**src/hw/rtl/card_id_whitelist_table_defines.svh**
```systemverilog
// Assertion macros shared by the card whitelist RTL.
`ifndef CARD_ID_WHITELIST_TABLE_DEFINES_SVH
`define CARD_ID_WHITELIST_TABLE_DEFINES_SVH

// Same-cycle implication, sampled on clk, off while arst_n is low.
`define CIDW_ASSERT_NOW(lbl, ante, cons, msg) \
	lbl: assert property (@(posedge clk) disable iff (!arst_n) (ante) |-> (cons)) \
		else $error(msg);

// Next-cycle implication, sampled on clk, off while arst_n is low.
`define CIDW_ASSERT_NEXT(lbl, ante, cons, msg) \
	lbl: assert property (@(posedge clk) disable iff (!arst_n) (ante) |=> (cons)) \
		else $error(msg);

`endif

```
**src/hw/rtl/cidw_pkg.sv**
```systemverilog
// Widths, operation codes and status codes of the card whitelist table.
package cidw_pkg;

	localparam int FUNC_W     = 2;
	localparam int UPPER_W    = 32;
	localparam int LOWER_W    = 64;
	localparam int ID_W       = UPPER_W + LOWER_W;
	localparam int STATUS_W   = 3;
	localparam int SLOT_IDX_W = 4;

	typedef logic [FUNC_W-1:0]     func_t;
	typedef logic [STATUS_W-1:0]   status_t;
	typedef logic [SLOT_IDX_W-1:0] slot_idx_t;
	typedef logic [ID_W-1:0]       card_id_t;

	// Operations
	localparam func_t FUNC_CHECK  = 2'd0;
	localparam func_t FUNC_ADD    = 2'd1;
	localparam func_t FUNC_REMOVE = 2'd2;

	// Result status codes
	localparam status_t STAT_GRANTED  = 3'd0;
	localparam status_t STAT_DENIED   = 3'd1;
	localparam status_t STAT_ADDED    = 3'd2;
	localparam status_t STAT_PRESENT  = 3'd3;
	localparam status_t STAT_FULL     = 3'd4;
	localparam status_t STAT_REMOVED  = 3'd5;
	localparam status_t STAT_NOTFOUND = 3'd6;

endpackage

```
**src/hw/rtl/card_id_whitelist_table.sv**
```systemverilog
// Card whitelist table: slot memory, scan sequencer and result register.
// Each request carries an operation (check, add, remove) and a 96-bit card
// identifier, and yields one result (status, slot_index). Identifiers live in
// a synchronous memory of SLOT_COUNT words with one write port and one read
// port; used marks are flops cleared by reset, so the table is empty right
// after reset with no clearing pass. One request is handled at a time: the
// sequencer reads every slot in turn, one address per cycle, comparing each
// word in the cycle after its read, and finds the lowest matching used slot
// and the lowest free slot in the same pass. A check, add or remove goes
// through the scan, wait and finish states before the next acceptance; the
// unused operation code goes straight to the finish state. A finished
// result sits in an output register, so the next request is taken while the
// result waits for the consumer. slot_index carries the low four bits of the
// slot number and is zero when no slot is involved.
`include "card_id_whitelist_table_defines.svh"

module card_id_whitelist_table #(
	parameter int SLOT_COUNT = 16
) (
	input  logic                          clk,
	input  logic                          arst_n,
	// request channel
	input  logic                          in_valid,
	output logic                          in_stall,
	input  logic [cidw_pkg::FUNC_W-1:0]   func,
	input  logic [cidw_pkg::UPPER_W-1:0]  card_id_upper,
	input  logic [cidw_pkg::LOWER_W-1:0]  card_id_lower,
	// result channel
	output logic                          out_valid,
	input  logic                          out_stall,
	output logic [cidw_pkg::STATUS_W-1:0] status,
	output logic [cidw_pkg::SLOT_IDX_W-1:0] slot_index
);

	localparam int IDX_W = (SLOT_COUNT > 1) ? $clog2(SLOT_COUNT) : 1;
	localparam logic [IDX_W-1:0] LAST_IDX = IDX_W'(SLOT_COUNT - 1);

	// Sequencer states
	localparam logic [1:0] S_IDLE = 2'd0;
	localparam logic [1:0] S_SCAN = 2'd1;
	localparam logic [1:0] S_WAIT = 2'd2;
	localparam logic [1:0] S_FIN  = 2'd3;

	logic [1:0]               state_q;
	cidw_pkg::func_t          func_q;
	cidw_pkg::card_id_t       id_q;
	logic [IDX_W-1:0]         rd_addr_q;
	logic                     cmp_vld_s1;
	logic [IDX_W-1:0]         cmp_idx_s1;
	cidw_pkg::card_id_t       rd_data_s1;
	logic                     hit_found_q;
	logic [IDX_W-1:0]         hit_idx_q;
	logic                     free_found_q;
	logic [IDX_W-1:0]         free_idx_q;
	logic [SLOT_COUNT-1:0]    slot_used_q;
	cidw_pkg::card_id_t       id_mem [SLOT_COUNT];

	logic                     out_valid_q;
	cidw_pkg::status_t        status_q;
	cidw_pkg::slot_idx_t      slot_index_q;

	logic                     in_fire;
	logic                     fin_fire;
	logic                     cmp_used;
	logic                     cmp_match;
	cidw_pkg::status_t        status_d;
	logic [IDX_W-1:0]         slot_d;
	logic                     mem_we;
	logic                     clr_used;

	assign in_stall   = (state_q != S_IDLE);
	assign in_fire    = in_valid && !in_stall;
	assign fin_fire   = (state_q == S_FIN) && (!out_valid_q || !out_stall);
	assign out_valid  = out_valid_q;
	assign status     = status_q;
	assign slot_index = slot_index_q;

	// Compare stage: read data of the previous cycle against the request id
	assign cmp_used  = slot_used_q[cmp_idx_s1];
	assign cmp_match = cmp_used && (rd_data_s1 == id_q);

	// Result decode from the scan outcome
	always_comb begin
		status_d = cidw_pkg::STAT_DENIED;
		slot_d   = '0;
		mem_we   = 1'b0;
		clr_used = 1'b0;
		unique case (func_q)
			cidw_pkg::FUNC_CHECK: begin
				if (hit_found_q) begin
					status_d = cidw_pkg::STAT_GRANTED;
					slot_d   = hit_idx_q;
				end
			end
			cidw_pkg::FUNC_ADD: begin
				if (!free_found_q) begin
					status_d = cidw_pkg::STAT_FULL;
				end else if (hit_found_q) begin
					status_d = cidw_pkg::STAT_PRESENT;
					slot_d   = hit_idx_q;
				end else begin
					status_d = cidw_pkg::STAT_ADDED;
					slot_d   = free_idx_q;
					mem_we   = fin_fire;
				end
			end
			cidw_pkg::FUNC_REMOVE: begin
				if (hit_found_q) begin
					status_d = cidw_pkg::STAT_REMOVED;
					slot_d   = hit_idx_q;
					clr_used = fin_fire;
				end else begin
					status_d = cidw_pkg::STAT_NOTFOUND;
				end
			end
			default: begin
				status_d = cidw_pkg::STAT_DENIED;
			end
		endcase
	end

	// Identifier memory: one write port, registered read
	always_ff @(posedge clk) begin
		if (mem_we) begin
			id_mem[free_idx_q] <= id_q;
		end
	end

	always_ff @(posedge clk) begin
		rd_data_s1 <= id_mem[rd_addr_q];
	end

	// Request payload and compare-stage index
	always_ff @(posedge clk) begin
		if (in_fire) begin
			func_q <= func;
			id_q   <= {card_id_upper, card_id_lower};
		end
		cmp_idx_s1 <= rd_addr_q;
	end

	// Sequencer, scan flags and used marks
	always_ff @(posedge clk or negedge arst_n) begin
		if (!arst_n) begin
			state_q      <= S_IDLE;
			rd_addr_q    <= '0;
			cmp_vld_s1   <= 1'b0;
			hit_found_q  <= 1'b0;
			hit_idx_q    <= '0;
			free_found_q <= 1'b0;
			free_idx_q   <= '0;
			slot_used_q  <= '0;
		end else begin
			cmp_vld_s1 <= (state_q == S_SCAN);

			if (cmp_vld_s1) begin
				if (cmp_match && !hit_found_q) begin
					hit_found_q <= 1'b1;
					hit_idx_q   <= cmp_idx_s1;
				end
				if (!cmp_used && !free_found_q) begin
					free_found_q <= 1'b1;
					free_idx_q   <= cmp_idx_s1;
				end
			end

			if (mem_we) begin
				slot_used_q[free_idx_q] <= 1'b1;
			end
			if (clr_used) begin
				slot_used_q[hit_idx_q] <= 1'b0;
			end

			unique case (state_q)
				S_IDLE: begin
					if (in_fire) begin
						rd_addr_q    <= '0;
						hit_found_q  <= 1'b0;
						free_found_q <= 1'b0;
						// unused operation skips the scan
						if (func == cidw_pkg::FUNC_CHECK || func == cidw_pkg::FUNC_ADD ||
								func == cidw_pkg::FUNC_REMOVE) begin
							state_q <= S_SCAN;
						end else begin
							state_q <= S_FIN;
						end
					end
				end
				S_SCAN: begin
					if (rd_addr_q == LAST_IDX) begin
						state_q <= S_WAIT;
					end else begin
						rd_addr_q <= rd_addr_q + 1'b1;
					end
				end
				S_WAIT: begin
					state_q <= S_FIN;
				end
				S_FIN: begin
					if (fin_fire) begin
						state_q <= S_IDLE;
					end
				end
				default: begin
					state_q <= S_IDLE;
				end
			endcase
		end
	end

	// Result register
	always_ff @(posedge clk or negedge arst_n) begin
		if (!arst_n) begin
			out_valid_q <= 1'b0;
		end else if (fin_fire) begin
			out_valid_q <= 1'b1;
		end else if (!out_stall) begin
			out_valid_q <= 1'b0;
		end
	end

	always_ff @(posedge clk) begin
		if (fin_fire) begin
			status_q     <= status_d;
			slot_index_q <= cidw_pkg::SLOT_IDX_W'(slot_d);
		end
	end

	// Checks
	`CIDW_ASSERT_NEXT(a_add_marks_used, mem_we, slot_used_q[$past(free_idx_q)],
		"added slot not marked used")
	`CIDW_ASSERT_NOW(a_add_into_free, mem_we, !slot_used_q[free_idx_q],
		"add writes into a used slot")
	`CIDW_ASSERT_NOW(a_remove_used, clr_used, slot_used_q[hit_idx_q],
		"remove frees a slot that is not used")
	`CIDW_ASSERT_NEXT(a_cmp_after_read, state_q == S_SCAN, cmp_vld_s1,
		"scan read without a compare")
	`CIDW_ASSERT_NOW(a_no_result_overwrite, fin_fire, !out_valid_q || !out_stall,
		"result overwritten while held")

endmodule
```
**config.mk**
```make
export PLATFORM = sky130hd
export DESIGN_NAME = card_id_whitelist_table
export DESIGN_NICKNAME = d
export VERILOG_FILES = /design/src/hw/rtl/cidw_pkg.sv /design/src/hw/rtl/card_id_whitelist_table.sv
export VERILOG_INCLUDE_DIRS = /design/src /design/src/hw/rtl
export SDC_FILE = /design/constraint.sdc
export NUM_CORES = 2
export LEC_CHECK = 0
export ABC_AREA = 1
export BUFFER_PORTS_ARGS = -buffer_cell sky130_fd_sc_hd__buf_2
export CORE_ASPECT_RATIO = 0.9
export CORE_MARGIN = 5
export CORE_UTILIZATION = 50
export DETAILED_ROUTE_END_ITERATION = 8
export PLACE_DENSITY = 0.63
export SLEW_MARGIN = 20
export SYNTH_ARGS = -nofsm -noshare
export SYNTH_HDL_FRONTEND = slang
export SYNTH_SLANG_ARGS = --single-unit
export TNS_END_PERCENT = 1
```
**constraint.sdc**
```tcl
create_clock -name clk -period 6.6 [get_ports clk]
set_clock_uncertainty 0.1 [all_clocks]
set_input_delay 0.33 -clock clk [delete_from_list [all_inputs] [get_ports clk]]
set_output_delay 0.33 -clock clk [all_outputs]
set_load 0.1 [all_outputs]
```
Word-level counts from Yosys, hierarchy flattened
Memories as Yosys holds them, arrays and structs flattened. A register that Yosys moved wholly into a read port is not among the register bits.
Index checks and enable logic that the tools add are counted.
{ "word_totals": {"ff_bits": 143, "latch_bits": 0, "ram_bits": 1536, "rom_bits": 0, "input_bits": 102, "out_inout_bits": 9, "wordCells": 106, "n_memories": 1} }
{ "op_classes": {"addsub": 1, "multipliers": 0, "n_div": 0, "magnitude_cmp": 5, "eq_ne": 14, "shifts": 0, "muxes": 42, "bitwise_logic": 3, "n_reduce_logical": 26} }
{ "memory_table": {"columns": ["name", "words", "width", "read_ports", "rd_clocked_by_memory_dff", "wr", "line_no", "rtl"], "rows": [
  ["id_mem", 16, 96, 1, 1, 1, "card_id_whitelist_table.sv:56", "cidw_pkg::card_id_t id_mem [SLOT_COUNT];"]
]} }
{ "ops": {"columns": ["op", "count"], "rows": [
  ["== test 96 bit", 1],
  ["2-to-1 mux 16 bit", 2],
  ["2-to-1 mux 1 bit", 22],
  ["2-to-1 mux 4 bit", 5],
  ["bitwise AND 16 bit", 1],
  ["NOT 16 bit", 1],
  ["OR 16 bit", 1],
  ["case mux 4 bit (2 select lines)", 2],
  ["less-than comparator 4 x 5 -> 1 bit, second input constant", 3],
  ["2-to-1 mux 2 bit", 5],
  ["case mux 3 bit (3 select lines)", 1],
  ["demux 1 bit (select 4 bit)", 2],
  ["== test 2 bit, second input constant", 4],
  ["greater-or-equal comparator 4 x 1 -> 1 bit, second input constant", 2],
  ["case mux 2 bit (4 select lines)", 1],
  ["logical AND 1 bit", 7],
  ["== test 2 x 1 -> 1 bit, second input constant", 3],
  ["logical NOT 1 bit", 6],
  ["logical NOT 2 bit", 3],
  ["!= test 2 bit, second input constant", 3],
  ["AND reduction 3 bit", 2],
  ["adder 4 x 1 -> 4 bit, second input constant", 1],
  ["binary-select mux 1 bit (select 4 bit)", 1],
  ["== test 4 bit, second input constant", 1],
  ["6 further kinds", 11]
]} }

Depth between registers and ports, before layout
{ "depth": {"depth_word": 9, "depth_mapped": 13, "ltp_nobuf": 13} }

Least setup slack after synthesis
Ideal clock, no wire load.
{ "synth_path": {"path_kind": "reg-to-reg", "from": "register out_valid_q (netlist: out_valid)", "to": "memory id_mem[14][0] in the netlist's numbering, enable pin", "setup_ns": 0.553, "arrival_time_ns": 5.824, "required_ns": 5.947, "path_slack_ns": 0.122, "stages_incl_launch_ff": 8, "synth_period_minus_slack_ns": 6.478, "path_cell_list": "dfrtp_1 -> nand2_1 -> inv_1 -> nor2_1 -> nand3_1 -> inv_1 -> nand3_1 -> nor2_1"} }
{ "synth_via": {"elab_chain_len": 8} }
{ "synth_lines": {"columns": ["element", "line_no", "rtl"], "rows": [
  ["from (decl)", "card_id_whitelist_table.sv:58", "logic out_valid_q;"],
  ["from (signal assigned)", "card_id_whitelist_table.sv:214", "out_valid_q <= 1'b0;"],
  ["from (signal assigned)", "card_id_whitelist_table.sv:216", "out_valid_q <= 1'b1;"],
  ["from (signal assigned)", "card_id_whitelist_table.sv:218", "out_valid_q <= 1'b0;"],
  ["logical NOT 1 bit", "card_id_whitelist_table.sv:73", "assign fin_fire = (state_q == S_FIN) && (!out_valid_q || !out_stall);"],
  ["logical OR 1 bit", "card_id_whitelist_table.sv:73", null],
  ["logical AND 1 bit", "card_id_whitelist_table.sv:73", null],
  ["net fin_fire", "card_id_whitelist_table.sv:63", "logic fin_fire;"],
  ["2-to-1 mux 1 bit", "card_id_whitelist_table.sv:98", "end else if (hit_found_q) begin"],
  ["2-to-1 mux 1 bit", "card_id_whitelist_table.sv:96", "if (!free_found_q) begin"],
  ["2-to-1 mux 1 bit", "card_id_whitelist_table.sv:88", "unique case (func_q)"],
  ["2-to-1 mux 1 bit", "card_id_whitelist_table.sv:124", "if (mem_we) begin"],
  ["2-to-1 mux 1 bit (implied by the code)", "card_id_whitelist_table.sv:125", "id_mem[free_idx_q] <= id_q;"],
  ["to (decl)", "card_id_whitelist_table.sv:56", null]
]} }
The timed path passes the listed nets, and every way through them passes these cells.

Worst setup path after layout
{ "layout_path": {"from": "register state_q[0]", "to": "memory id_mem[14][14] in the netlist's numbering, enable pin"} }
{ "layout_via": {"elab_chain_len": 7} }
{ "layout_lines": {"columns": ["element", "line_no", "rtl"], "rows": [
  ["from (decl)", "card_id_whitelist_table.sv:44", "logic [1:0] state_q;"],
  ["from (signal assigned)", "card_id_whitelist_table.sv:145", "state_q <= S_IDLE;"],
  ["from (signal assigned)", "card_id_whitelist_table.sv:183", "state_q <= S_SCAN;"],
  ["from (signal assigned)", "card_id_whitelist_table.sv:185", "state_q <= S_FIN;"],
  ["== test 2 bit", "card_id_whitelist_table.sv:73", null],
  ["logical AND 1 bit", "card_id_whitelist_table.sv:73", null],
  ["net fin_fire", "card_id_whitelist_table.sv:63", null],
  ["2-to-1 mux 1 bit", "card_id_whitelist_table.sv:98", null],
  ["2-to-1 mux 1 bit", "card_id_whitelist_table.sv:96", null],
  ["2-to-1 mux 1 bit", "card_id_whitelist_table.sv:88", null],
  ["2-to-1 mux 1 bit", "card_id_whitelist_table.sv:124", null],
  ["2-to-1 mux 1 bit (implied by the code)", "card_id_whitelist_table.sv:125", null]
]} }
The timed path passes the listed nets, and every way through them passes these cells.

==> metrics.log <==
[metrics] FF+latch count, synth: 1775
[metrics] WS Path Type: reg2reg
[metrics] proportion of layout cells with a drive suffix above 1: 8.83%
[metrics] required arrival time at the worst endpoint: 6.94 ns
[metrics] Starting DRT DRC Count: 4211
[metrics] number of failing setup endpoints in the final timing report: 0
[metrics] Synth async-reset ratio: 1.92%
[metrics] dominant cell type by area after synthesis: edfxtp_1
[metrics] Synth top cells by count: edfxtp_1, nor2_1, nand2_1
[metrics] Max-cap violations: 0
[metrics] slack of the worst reg-to-reg path: 2.77 ns
[metrics] post-synthesis average cell area: 13.9 um2
[metrics] CTS clk-pin slew, worst paths: 0.06 ns
[metrics] total length of routed wires: 171000 um
[metrics] Vert. Die Dim: 361 um
[metrics] Max Fanout on Critical Path: 28
[metrics] Pwr Density: 411 mW/mm2
[metrics] area overhead of the layout relative to synthesis: 13.3%
[metrics] Filler Cell Count: 10.7k
[metrics] Critical Path End Type: flop
[metrics] Worst Hold Slack: 0.0801 ns
[metrics] area used by multi-input combinational logic: 0.0141 mm2
[metrics] area of the die: 0.144 mm2
[metrics] effective utilization at floorplan: 50.4%
[metrics] total count of max-transition violations in the final report: 0
[metrics] status: finished, final reports clean
[metrics] Worst R2R Start: state_q[0]
[metrics] overall power of the completed layout: 31800 uW
[metrics] post-route antenna net violation count: 0
[metrics] Setup Buffers After CTS: 0
[metrics] Chip Width: 400 um
[metrics] Max IR drop VDD: 0.388 mV
[metrics] HP Class: in2async
[metrics] level count of the clock H-tree: 4
[metrics] number of distinct standard cells referenced by the synthesized netlist: 38
[metrics] relative max-transition margin: 15.0%
[metrics] gr ovfl total: 0
[metrics] post-DP HPWL: 87000 um
[metrics] placer congestion estimate: 0.792
[metrics] kind of start point of the critical path: flop
[metrics] setup repair after global routing missed its margin: no
[metrics] Boundary Pins: 111
[metrics] Register Area: 0.0521 mm2
[metrics] Synth area leaders: edfxtp_1, nor2_1, o32ai_1
[metrics] static leakage power: 0.0259 uW
[metrics] core box area: 0.135 mm2
[metrics] clock tree root driver cell: clkbuf_16
[metrics] # DRC: 0
[metrics] critical register-to-register path endpoint: id_mem[14][14]
[metrics] antenna violations before repair: 2
[metrics] post-synthesis instance area: 0.0683 mm2
[metrics] Post-Syn Nets: 5037
[metrics] Pre-Repair DR Iteration Count: 5
[metrics] clock tree buffer depth: 3
[metrics] post-route core utilization: 57.1%
[metrics] count of standard-cell rows: 128
[metrics] quantity of hold-fixing buffers added after cts: 101
[metrics] Main synth FF type: edfxtp_1
[metrics] number of flops mapped to enable cells by yosys: 1641
[metrics] number of synthesis warnings: 0
[metrics] Worst Setup Slack, final: 2.77 ns
[metrics] first-pass GRT wire length: 254000 um
[metrics] drt via density: 5.79
[metrics] Final TNS setup: 0 ns
[metrics] clock insertion delay at the later pin of the skew report: 0.80 ns
[metrics] number of global-route vias before repair: 39.0k
[metrics] portion of the clock cycle consumed by the worst path in the final layout: 58.0%
[metrics] shortest clock period the worst path allows after layout: 3.83 ns
[metrics] global router's overall resource usage: 23.4%
[metrics] post-placement setup slack: 2.74 ns
[metrics] quantity of I/O buffers inserted on ports: 110
[metrics] clock sink count: 1775
[metrics] Tightest Pin Transition: 1.27 ns
[metrics] depth of the worst register-to-register path: 8
[metrics] DR WL/cell: 24.2 um
[metrics] gate count of the mapped netlist: 4929
[metrics] Via Count: 40.9k
[metrics] top achievable clock speed: 0.261 GHz
[metrics] arrival time at the worst endpoint: 4.17 ns
[metrics] sequential share of the synthesized area: 76.3%
[metrics] Net count, final: 5197
[metrics] pin count of the biggest net entering global routing: 221
[metrics] most frequently used cell type in the post-synthesis netlist: edfxtp_1
[metrics] Synth top area share: 72.1%
[metrics] number of buffers inserted during clock tree synthesis: 175
[metrics] clock tree from TritonCTS: built
[metrics] final hold vios: 0
[metrics] post-cts gate resize count: 0
-- worst max-delay path by stage --
stage	from	endpoint	slack [ns]	cells after the start
2_1_floorplan	out_valid	id_mem[14][0]	0.12	7
3_3_place_gp	state_q[0]	id_mem[14][14]	2.78	8
3_5_place_dp	state_q[0]	id_mem[14][17]	2.74	8
4_1_cts	state_q[0]	id_mem[14][14]	2.70	8
5_1_grt	state_q[0]	id_mem[14][11]	2.52	8
6_report	state_q[0]	id_mem[14][14]	2.77	8
-- worst max-delay path, cell delays in order (launching register included) --
cell	delay, ns
dfrtp_1	0.38
ha_1	0.17
inv_1	0.09
nor2_1	0.51
nand3_1	0.20
inv_1	0.16
nand3_1	0.31
nor2_4	0.91
buf_4	0.56
-- kinds of logic (layout without fill, tap and decap cells) --
| kind of cell | Yosys count | count (layout) | synth area share, % |
|---|---|---|---|
| compound gates | 890 | 890 | 8.91 |
| xor+xnor | 13 | 13 | 0.167 |
| fa+ha+maj | 6 | 6 | 0.110 |
| buf+inv | 499 | 811 | 3.19 |
| flops | 1775 | 1775 | 76.3 |
| mux | 144 | 144 | 2.11 |
| other cells | 0 | 1 | 0 |
| simple gates | 1602 | 1602 | 9.20 |
-- area by class of cell --
| cell class | instances | share of cell area, % |
|---|---|---|
| sequential | 1775 | 67.4 |
| multi-input combinational | 2655 | 18.3 |
| clock buffer | 253 | 6.44 |
| timing repair buffer | 281 | 3.05 |
| tap | 1820 | 2.94 |
| inverter | 201 | 1.01 |
| clock inverter | 76 | 0.930 |
| antenna | 1 | 0.00323 |
-- cells in the final DEF (no fill, tap or decap), types with 54 or more instances in the layout --
master         instances
o21ai_0              413
o211ai_1              54
mux2i_1              144
o221ai_1             144
nor2_1               934
clkbuf_16            178
nand3_1              162
nand2_1              470
dfxtp_1              100
dlygate4sd3_1        101
inv_1                195
edfxtp_1            1641
buf_2                110
o32ai_1              241
-- registers in the layout, summed over array words and instances (netlist names), 4 cells and up --
| name | count |
|---|---|
| free_idx_q | 4 |
| rd_addr_q | 4 |
| slot_index | 4 |
| cmp_idx_s1 | 4 |
| hit_idx_q | 4 |
| id_q | 96 |
| slot_used_q | 16 |
| rd_data_s1 | 96 |
| id_mem | 1536 |
-- layer usage --
metal | part of all wire [%] | track usage (%) | vias up
li1 | - | - | 18580
met4 | 1.9 | 5.59 | 0
met2 | 47 | 36.7 | 1476
met1 | 44 | 35.0 | 20628
met5 | 0 | 0 | -
met3 | 7.0 | 3.49 | 218
-- where the power goes --
part | switching [uW] | internal, uW
registers | 823 | 13200
logic | 5500 | 2510
clock network | 4240 | 5530
-- metrics by stage --
stage | std cells | instance area, um2
after global routing | 7061 | 77400
after CTS | 7061 | 77400
after global placement | 6631 | 70700
after floorplan | 4929 | 68300
final | 7062 | 77400
after detailed placement | 6631 | 70700
Note: power is estimated with default switching activity, not from simulation.
